===== src/sv/fpsq_pkg.sv =====
package fpsq_pkg;

  localparam int FRAC_W     = 5;
  localparam int FRAC_RESET = 15;
  localparam int ROOT_W     = 16;

  typedef struct packed {
    logic valid;
    logic load;
  } fpsq_ctl_t;

endpackage


===== src/sv/fpsq_if.sv =====
interface fpsq_in_if #(
  parameter int DATA_WIDTH = 16
) ();
  logic                  valid;
  logic                  ready;
  logic [DATA_WIDTH-1:0] value;

  modport source (output valid, output value, input ready);
  modport sink (input valid, input value, output ready);
endinterface

interface fpsq_out_if ();
  logic                        valid;
  logic                        ready;
  logic [fpsq_pkg::ROOT_W-1:0] root;

  modport source (output valid, output root, input ready);
  modport sink (input valid, input root, output ready);
endinterface


===== src/sv/fpsq_cfg.sv =====
module fpsq_cfg #(
  parameter int DATA_WIDTH = 16,
  localparam int IW = $clog2(DATA_WIDTH + 1)
) (
  input  logic                        clk,
  input  logic                        rst_n,
  input  logic                        cfg_we,
  input  logic [fpsq_pkg::FRAC_W-1:0] cfg_data,
  output logic [IW-1:0]               iters
);

  localparam int CW = (IW > fpsq_pkg::FRAC_W) ? IW : fpsq_pkg::FRAC_W;

  logic [IW-1:0] iters_r;
  logic [IW-1:0] iters_nxt;

  function automatic logic [IW-1:0] iters_of(input logic [fpsq_pkg::FRAC_W-1:0] fb);
    logic [CW-1:0] fb_ext;
    logic [CW-1:0] fb_sat;
    logic [CW-1:0] cnt;
    fb_ext = CW'(fb);
    fb_sat = (fb_ext > CW'(DATA_WIDTH)) ? CW'(DATA_WIDTH) : fb_ext;
    cnt    = CW'(DATA_WIDTH / 2) + ((CW'(DATA_WIDTH) - fb_sat) >> 1);
    return cnt[IW-1:0];
  endfunction

  always_comb begin
    iters_nxt = iters_r;
    if (cfg_we) begin
      iters_nxt = iters_of(cfg_data);
    end
  end

  always_ff @(posedge clk) begin
    if (!rst_n) begin
      iters_r <= iters_of(fpsq_pkg::FRAC_W'(fpsq_pkg::FRAC_RESET));
    end else begin
      iters_r <= iters_nxt;
    end
  end

  assign iters = iters_r;

endmodule


===== src/sv/fpsq_stage.sv =====
module fpsq_stage #(
  parameter int DATA_WIDTH = 16,
  parameter int IDX = 0,
  localparam int IW = $clog2(DATA_WIDTH + 1)
) (
  input  logic                  clk,
  input  logic                  rst_n,
  input  fpsq_pkg::fpsq_ctl_t   ctl,
  input  logic [IW-1:0]         iters,
  input  logic [DATA_WIDTH-1:0] src_i,
  input  logic [DATA_WIDTH+1:0] rem_i,
  input  logic [DATA_WIDTH-1:0] rt_i,
  output logic                  valid_o,
  output logic [DATA_WIDTH-1:0] src_o,
  output logic [DATA_WIDTH+1:0] rem_o,
  output logic [DATA_WIDTH-1:0] rt_o
);

  logic                  valid_r;
  logic [DATA_WIDTH-1:0] src_r;
  logic [DATA_WIDTH+1:0] rem_r;
  logic [DATA_WIDTH-1:0] rt_r;
  logic [DATA_WIDTH-1:0] src_nxt;
  logic [DATA_WIDTH+1:0] rem_nxt;
  logic [DATA_WIDTH-1:0] rt_nxt;
  logic [DATA_WIDTH+1:0] rem_sh;
  logic [DATA_WIDTH+1:0] trial;
  logic                  active;
  logic                  ge;

  always_comb begin
    active = IW'(IDX) < iters;
    rem_sh = {rem_i[DATA_WIDTH-1:0], src_i[DATA_WIDTH-1:DATA_WIDTH-2]};
    trial  = {rt_i, 2'b01};
    ge     = rem_sh >= trial;
    if (active) begin
      src_nxt = {src_i[DATA_WIDTH-3:0], 2'b00};
      rem_nxt = ge ? (rem_sh - trial) : rem_sh;
      rt_nxt  = {rt_i[DATA_WIDTH-2:0], ge};
    end else begin
      src_nxt = src_i;
      rem_nxt = rem_i;
      rt_nxt  = rt_i;
    end
  end

  always_ff @(posedge clk) begin
    if (!rst_n) begin
      valid_r <= 1'b0;
    end else if (ctl.load) begin
      valid_r <= ctl.valid;
    end
  end

  always_ff @(posedge clk) begin
    if (ctl.load) begin
      src_r <= src_nxt;
      rem_r <= rem_nxt;
      rt_r  <= rt_nxt;
    end
  end

  assign valid_o = valid_r;
  assign src_o   = src_r;
  assign rem_o   = rem_r;
  assign rt_o    = rt_r;

endmodule


===== src/sv/fixed_point_square_root_top.sv =====
// Restoring square root, one result bit per active stage of DATA_WIDTH stages;
// every beat is registered in each stage; stages past the iteration count set
// by frac_bits only carry the data along. A new beat is taken every cycle
// unless the pipe is full and the output stalls. Each stage holds its beat
// until the next one frees up, so a stalled output fills bubbles before the
// input side backs up. The user must write frac_bits via cfg_we/cfg_data only
// while the pipe is empty, unenforced by the block; it applies to the next beat.
module fixed_point_square_root_top #(
  parameter int DATA_WIDTH = 16
) (
  input  logic                        clk,
  input  logic                        rst_n,
  input  logic                        cfg_we,
  input  logic [fpsq_pkg::FRAC_W-1:0] cfg_data,
  fpsq_in_if.sink                     in_chan,
  fpsq_out_if.source                  out_chan
);

  localparam int IW = $clog2(DATA_WIDTH + 1);

  logic [IW-1:0]         iters;
  logic                  rdy   [DATA_WIDTH+1];
  logic                  v_w   [DATA_WIDTH];
  logic [DATA_WIDTH-1:0] src_w [DATA_WIDTH];
  logic [DATA_WIDTH+1:0] rem_w [DATA_WIDTH];
  logic [DATA_WIDTH-1:0] rt_w  [DATA_WIDTH];

  fpsq_cfg #(.DATA_WIDTH(DATA_WIDTH)) u_cfg (
    .clk      (clk),
    .rst_n    (rst_n),
    .cfg_we   (cfg_we),
    .cfg_data (cfg_data),
    .iters    (iters)
  );

  assign rdy[DATA_WIDTH] = out_chan.ready;

  for (genvar k = 0; k < DATA_WIDTH; k++) begin : g_stage
    fpsq_pkg::fpsq_ctl_t   ctl;
    logic [DATA_WIDTH-1:0] src_in;
    logic [DATA_WIDTH+1:0] rem_in;
    logic [DATA_WIDTH-1:0] rt_in;

    assign rdy[k] = !v_w[k] || rdy[k+1];

    if (k == 0) begin : g_first
      assign ctl.valid = in_chan.valid;
      assign src_in    = in_chan.value;
      assign rem_in    = '0;
      assign rt_in     = '0;
    end else begin : g_next
      assign ctl.valid = v_w[k-1];
      assign src_in    = src_w[k-1];
      assign rem_in    = rem_w[k-1];
      assign rt_in     = rt_w[k-1];
    end
    assign ctl.load = rdy[k];

    fpsq_stage #(.DATA_WIDTH(DATA_WIDTH), .IDX(k)) u_stage (
      .clk     (clk),
      .rst_n   (rst_n),
      .ctl     (ctl),
      .iters   (iters),
      .src_i   (src_in),
      .rem_i   (rem_in),
      .rt_i    (rt_in),
      .valid_o (v_w[k]),
      .src_o   (src_w[k]),
      .rem_o   (rem_w[k]),
      .rt_o    (rt_w[k])
    );
  end

  assign in_chan.ready  = rdy[0];
  assign out_chan.valid = v_w[DATA_WIDTH-1];

  if (DATA_WIDTH >= fpsq_pkg::ROOT_W) begin : g_root_cut
    assign out_chan.root = rt_w[DATA_WIDTH-1][fpsq_pkg::ROOT_W-1:0];
  end else begin : g_root_ext
    assign out_chan.root = fpsq_pkg::ROOT_W'(rt_w[DATA_WIDTH-1]);
  end

  // a ready sink frees every stage
  a_ready_pass: assert property (@(posedge clk) disable iff (!rst_n)
    out_chan.ready |-> in_chan.ready)
    else $error("input stalled while output ready");

  a_reset_empty: assert property (@(posedge clk)
    !rst_n |=> !out_chan.valid)
    else $error("result beat right after reset");

  a_iter_range: assert property (@(posedge clk) disable iff (!rst_n)
    iters >= IW'(DATA_WIDTH / 2) && iters <= IW'(DATA_WIDTH))
    else $error("iteration count out of range");

endmodule

===== src/flat_wrapper.sv =====
// flat-port wrapper written by rule: the top's interface ports become plain ports
module fixed_point_square_root_top_flat 
#(
  parameter int DATA_WIDTH = 16
)
  (clk, rst_n, cfg_we, cfg_data, in_chan_valid, in_chan_value, in_chan_ready, out_chan_valid, out_chan_root, out_chan_ready);
  fpsq_in_if #(.DATA_WIDTH(DATA_WIDTH)) in_chan_i ();
  fpsq_out_if out_chan_i ();
  input  logic clk;
  input  logic rst_n;
  input  logic cfg_we;
  input  logic [fpsq_pkg::FRAC_W-1:0] cfg_data;
  input wire logic [$bits(in_chan_i.valid)-1:0] in_chan_valid;
  input wire logic [$bits(in_chan_i.value)-1:0] in_chan_value;
  output wire logic [$bits(in_chan_i.ready)-1:0] in_chan_ready;
  output wire logic [$bits(out_chan_i.valid)-1:0] out_chan_valid;
  output wire logic [$bits(out_chan_i.root)-1:0] out_chan_root;
  input wire logic [$bits(out_chan_i.ready)-1:0] out_chan_ready;
  assign in_chan_i.valid = in_chan_valid;
  assign in_chan_i.value = in_chan_value;
  assign in_chan_ready = in_chan_i.ready;
  assign out_chan_valid = out_chan_i.valid;
  assign out_chan_root = out_chan_i.root;
  assign out_chan_i.ready = out_chan_ready;
  fixed_point_square_root_top #(.DATA_WIDTH(DATA_WIDTH)) u_core (.clk(clk), .rst_n(rst_n), .cfg_we(cfg_we), .cfg_data(cfg_data), .in_chan(in_chan_i), .out_chan(out_chan_i));
endmodule

===== config.mk =====
export PLATFORM = sky130hd
export DESIGN_NAME = fixed_point_square_root_top_flat
export DESIGN_NICKNAME = d
export VERILOG_FILES = /design/src/sv/fpsq_pkg.sv /design/src/sv/fpsq_if.sv /design/src/sv/fpsq_cfg.sv /design/src/sv/fpsq_stage.sv /design/src/sv/fixed_point_square_root_top.sv /design/src/flat_wrapper.sv
export SDC_FILE = /design/constraint.sdc
export NUM_CORES = 1
export LEC_CHECK = 0
export ABC_AREA = 1
export BUFFER_PORTS_ARGS = -buffer_cell sky130_fd_sc_hd__buf_2
export CAP_MARGIN = 20
export CORE_UTILIZATION = 50
export DETAILED_ROUTE_END_ITERATION = 12
export GPL_ROUTABILITY_DRIVEN = 1
export PLACE_DENSITY = 0.72
export REMOVE_ABC_BUFFERS = 1
export SKIP_CTS_REPAIR_TIMING = 1
export SLEW_MARGIN = 15
export SYNTH_ARGS = -nofsm -noshare
export SYNTH_HDL_FRONTEND = slang
export SYNTH_HIERARCHICAL = 1
export SYNTH_SLANG_ARGS = --single-unit

===== constraint.sdc =====
create_clock -name clk -period 7.75 [get_ports clk]
set_input_delay 0.775 -clock clk [delete_from_list [all_inputs] [get_ports clk]]
set_output_delay 0.775 -clock clk [all_outputs]
set_load 0.05 [all_outputs]

# [Word-level counts from Yosys, hierarchy flattened]
# Index checks and enable logic that the tools add are counted.
[classes] n_addsub=17 order_cmp=33 muxes=60 n_reduce_logical=33
[op_table] cell="$mux 16" count=57
[op_table] cell="$ge 18x18->1" count=14
[op_table] cell="$sub 16x16->16" count=13
[op_table] cell="$lt 4x5->1 const A" count=8
[op_table] cell="$lt 3x5->1 const A" count=4
[op_table] cell="$ge 18x3->1" count=1
[op_table] cell="$logic_not 1->1" count=16
[op_table] cell="$logic_or 1x1->1" count=16
[op_table] cell="$lt 1x5->1 const A" count=2
[op_table] cell="$lt 2x5->1 const A" count=2
[op_table] cell="$sub 5x4->6" count=1
[op_table] cell="$add 4x4->5 const A" count=1
[op_table] cell="$gt 5x5->1 const B" count=1
[op_table] cell="$mux 5" count=1
[op_table] cell="$sub 5x5->5 const A" count=1
[op_table] cell="$mux 2" count=2
[op_table] cell="$sub 2x1->3 const B" count=1
[op_table] cell="$ge 2x1->1 const B" count=1
[op_table] cell="$reduce_and 2->1" count=1
[word_totals] regBits=727 input_bits=26 output_inout_bits=18 elab_cells=221

# [Longest topological paths before layout]
[logic_depth] depth_word=17 ltp_mapped=16 mapped_depth_nobuf=16

# [Modules after synthesis]
# The synthesis kept the hierarchy.
[by_module_without_submodules] module="fpsq_stage (u_core.g_stage[13].u_stage)" n_inst=1 cells_each=506 area_per_inst_um2=3818.7 seq_area_each_um2=1521.5
[by_module_without_submodules] module="fpsq_stage (u_core.g_stage[12].u_stage)" n_inst=1 cells_each=454 area_per_inst_um2=3626.0 seq_area_each_um2=1521.5
[by_module_without_submodules] module="fpsq_stage (u_core.g_stage[9].u_stage)" n_inst=1 cells_each=458 area_per_inst_um2=3590.9 seq_area_each_um2=1521.5
[by_module_without_submodules] module="fpsq_stage (u_core.g_stage[10].u_stage)" n_inst=1 cells_each=475 area_per_inst_um2=3585.9 seq_area_each_um2=1521.5
[by_module_without_submodules] module="fpsq_stage (u_core.g_stage[15].u_stage)" n_inst=1 cells_each=448 area_per_inst_um2=3585.9 seq_area_each_um2=1521.5
[by_module_without_submodules] module="fpsq_stage (u_core.g_stage[11].u_stage)" n_inst=1 cells_each=456 area_per_inst_um2=3569.7 seq_area_each_um2=1521.5
[by_module_without_submodules] module="fpsq_stage (u_core.g_stage[8].u_stage)" n_inst=1 cells_each=462 area_per_inst_um2=3569.7 seq_area_each_um2=1521.5
[by_module_without_submodules] module="fpsq_stage (u_core.g_stage[2].u_stage)" n_inst=1 cells_each=454 area_per_inst_um2=3554.7 seq_area_each_um2=1521.5
[by_module_without_submodules] module="fpsq_stage (u_core.g_stage[4].u_stage)" n_inst=1 cells_each=452 area_per_inst_um2=3539.6 seq_area_each_um2=1521.5
[by_module_without_submodules] module="fpsq_stage (u_core.g_stage[5].u_stage)" n_inst=1 cells_each=461 area_per_inst_um2=3529.6 seq_area_each_um2=1521.5
[by_module_without_submodules] module="fpsq_stage (u_core.g_stage[1].u_stage)" n_inst=1 cells_each=459 area_per_inst_um2=3525.9 seq_area_each_um2=1521.5
[by_module_without_submodules] module="fpsq_stage (u_core.g_stage[3].u_stage)" n_inst=1 cells_each=464 area_per_inst_um2=3507.1 seq_area_each_um2=1521.5
[by_module_without_submodules] module="fpsq_stage (u_core.g_stage[7].u_stage)" n_inst=1 cells_each=450 area_per_inst_um2=3507.1 seq_area_each_um2=1521.5
[by_module_without_submodules] module="fpsq_stage (u_core.g_stage[6].u_stage)" n_inst=1 cells_each=437 area_per_inst_um2=3495.9 seq_area_each_um2=1521.5
[by_module_without_submodules] module="+4 rows"

# [Least setup slack after synthesis]
# Ideal clock, no wire load.
[synth_path] path_kind="register to register" from="register u_core.g_stage[15].u_stage.valid_r" to="register u_core.g_stage[0].u_stage.valid_r" setup_ns=0.206 arrival_time_ns=6.337 t_required_ns=7.544 path_slack_ns=1.206 stages_incl_launch_ff=10 path_buffers=0 period_less_slack_ns=6.544 cell_sequence="dfxtp_1 > nand4_4 > nor3_4 > nand4_4 > nor2_4 > nand4_4 > nor2_4 > nand4_1 > o21ai_0 > a21oi_1"
[synth_lines] element="start, declared" line="fpsq_stage.sv:19" text="logic valid_r;"
[synth_lines] element="start signal, assigned" line="fpsq_stage.sv:51" text="valid_r <= ctl.valid;"
[synth_lines] element="end signal, assigned" line="fpsq_stage.sv:51"
[synth_lines] element="end, declared" line="fpsq_stage.sv:19"

==> impl_metrics.toml <==
[place]
gp_congestion = 0.952
hpwl_um = 96000
portBuffers = 43
dpl_worst_slack_ns = 2.75

[grt]
grt_pass1_wl_um = 196000
grt_pass1_vias = 37200
grtUsageTotal_pct = 24.1
grt_max_degree = 77
grt.overflow.total = 0
antenna_found_initial = 3

[pwr]
power_leakage_nw = 26.1
p_per_area_nw_per_um2 = 460
vdd_drop_max_v = 0.000190

[routing]
ant_nets = 0
drc = 0
drt-pass1-iter-count = 6
wirelength_um = 124000
post_drt_via_cell_ratio = 5.15
drtIter0Drc = 3538
wl_per_cell_um = 15.9
vias = 40200

[worst_setup_path]
crit_fanout = 51
path_class = "flop to primary output"
start_kind = "flop"
r2r_cells = 12
crit_required_ns = 6.97
cp-end-kind = "primary output"
arrival_ns = 4.33

[timing]
setup_violations = 0
period_minus_slack_ns = 5.10
worst_slew_pin_slew_ns = 1.01
fin_ws_ns = 2.65
setup_tns_ns = 0
fin_skew_ns = 0.0277
rsz0062_at_grt = "no"
slew-limit-headroom_pct = 32.5
hold_viol = 0
fin_crit_sh_pct = 65.8
max_freq_mhz = 196
maxSlewViolCount = 0

[logic_synthesis]
syn_inst = 6435
yosysWarnings = 6
netlist_area_sq_um = 49900
avgSynthCellArea_sq_um = 7.76

[clocking]
htreeDepth = 3
clock_sinks = 701
cts.reportedPaths.clkPinSlew_ns = 0.06
cts_tree = "built"
cts_buffers = 78
clock-root-buffer = "clkbuf_16"
clk_latency_ns = 0.66
clockBufferDepth = 3

[final_layout]
antenna_cells = 0
syn_to_final_growth_pct = 7.70
fin_nets = 6781
drive_above_1_share_pct = 9.30
fillCellCount = 9229

[floorplanning]
die_w_um = 318
io_pins = 44
rows = 115
dieArea_sq_um = 101000
coreArea_sq_um = 98700
initial_core_util_pct = 50.6
die_height_um = 318

[hold_path]
min_path_type = "input pin to flop"
min_path_cells = 3

[run]
drv_cap = 0

[outcome]
status = "completed"
[cell usage in the layout, fill, tap and decap left out, types with 7 or more instances in the layout]
| cell type | instances |
|---|---|
| nand2_1 | 2247 |
| inv_1 | 951 |
| edfxtp_1 | 680 |
| nand3_1 | 503 |
| o21ai_0 | 418 |
| ha_1 | 289 |
| nor2_1 | 264 |
| nand2_2 | 143 |
| a21oi_1 | 139 |
| nand3_2 | 85 |
| xor2_1 | 82 |
| clkbuf_16 | 78 |
| conb_1 | 75 |
| nand3b_1 | 71 |
| xnor2_1 | 50 |
| buf_2 | 43 |
| nor3_1 | 31 |
| inv_2 | 30 |
| nor2_2 | 26 |
| buf_4 | 24 |
| nand4_1 | 24 |
| a21oi_2 | 24 |
| clkbuf_1 | 22 |
| nand2_4 | 22 |
| dfxtp_1 | 20 |
| a21oi_4 | 16 |
| o21ai_2 | 14 |
| o21bai_1 | 14 |
| o21ai_1 | 13 |
| clkinv_1 | 11 |
| clkinv_2 | 10 |
| and2_1 | 10 |
| nor2_8 | 9 |
| bufinv_16 | 8 |
| nand3_4 | 8 |
| clkinvlp_4 | 7 |
| nand2_8 | 7 |
[through the flow]
step           total power, mW  util [%]  std cells  cell area, sq um  hold WS (ns)
6_report                  24.7      54.5       7817             53800         0.377
5_1_grt                   26.8      54.5       7817             53800         0.358
4_1_cts                   24.7      54.4       7815             53700         0.344
3_5_place_dp              20.8      51.8       7671             51100         0.469
3_3_place_gp              20.6      51.8       7671             51100         0.455
2_1_floorplan             17.3         -       6317             49100         0.433
[layer usage]
layer	track usage, %	share of wire (%)	vias up
met5	0	0	-
met4	5.83	2.2	0
met3	2.66	5.2	167
met2	40.3	47	1095
met1	33.5	46	18300
li1	-	-	20700
[final timing paths]
kind | startpoint | endpoint | slack (ns)
min reg2reg | u_core/g_stage[11].u_stage/valid_o | u_core/g_stage[12].u_stage/valid_o | 0.47
max reg2reg | u_core/g_stage[15].u_stage/valid_o | u_core/g_stage[0].u_stage/valid_o | 3.92
max | u_core/g_stage[15].u_stage/valid_o | in_chan_ready | 2.65
min | in_chan_valid | u_core/g_stage[0].u_stage/valid_o | 0.38
[registers in the layout, summed over array words and instances (netlist names)]
signal / flops
u_core/g_stage.u_stage/rt_o: 256
u_core/g_stage.u_stage/rem_o: 240
u_core/g_stage.u_stage/src_o: 184
u_core/g_stage.u_stage/valid_o: 16
u_core/u_cfg/iters: 5
[critical path, cell delays in order, from the launching register on]
cell	delay, ns
dfxtp_1	0.42
nand4_4	0.61
nor3_4	0.47
nand4_4	0.10
buf_4	0.33
nor2_4	0.24
nand4_4	0.08
buf_4	0.33
nor2_4	0.26
nand4_1	0.10
buf_4	0.34
buf_2	0.31
[area by class of cell]
cell class                 count  area (sq um)  area share [%]
clock buffer                 101          2050            3.81
tap                         1287          1610            2.99
timing repair buffer          69           443           0.824
inverter                     989          3710            6.91
clock inverter                43           564            1.05
sequential                   701         20800            38.8
multi-input combinational   4627         24600            45.7
[power breakdown]
| part | total (mW) | switching, mW | internal (mW) |
|---|---|---|---|
| logic | 14.0 | 9.12 | 4.85 |
| clock network | 3.76 | 1.58 | 2.18 |
| registers | 7.01 | 1.13 | 5.88 |
| total | 24.7 | 11.8 | 12.9 |
(Power assumes the default switching activity.)
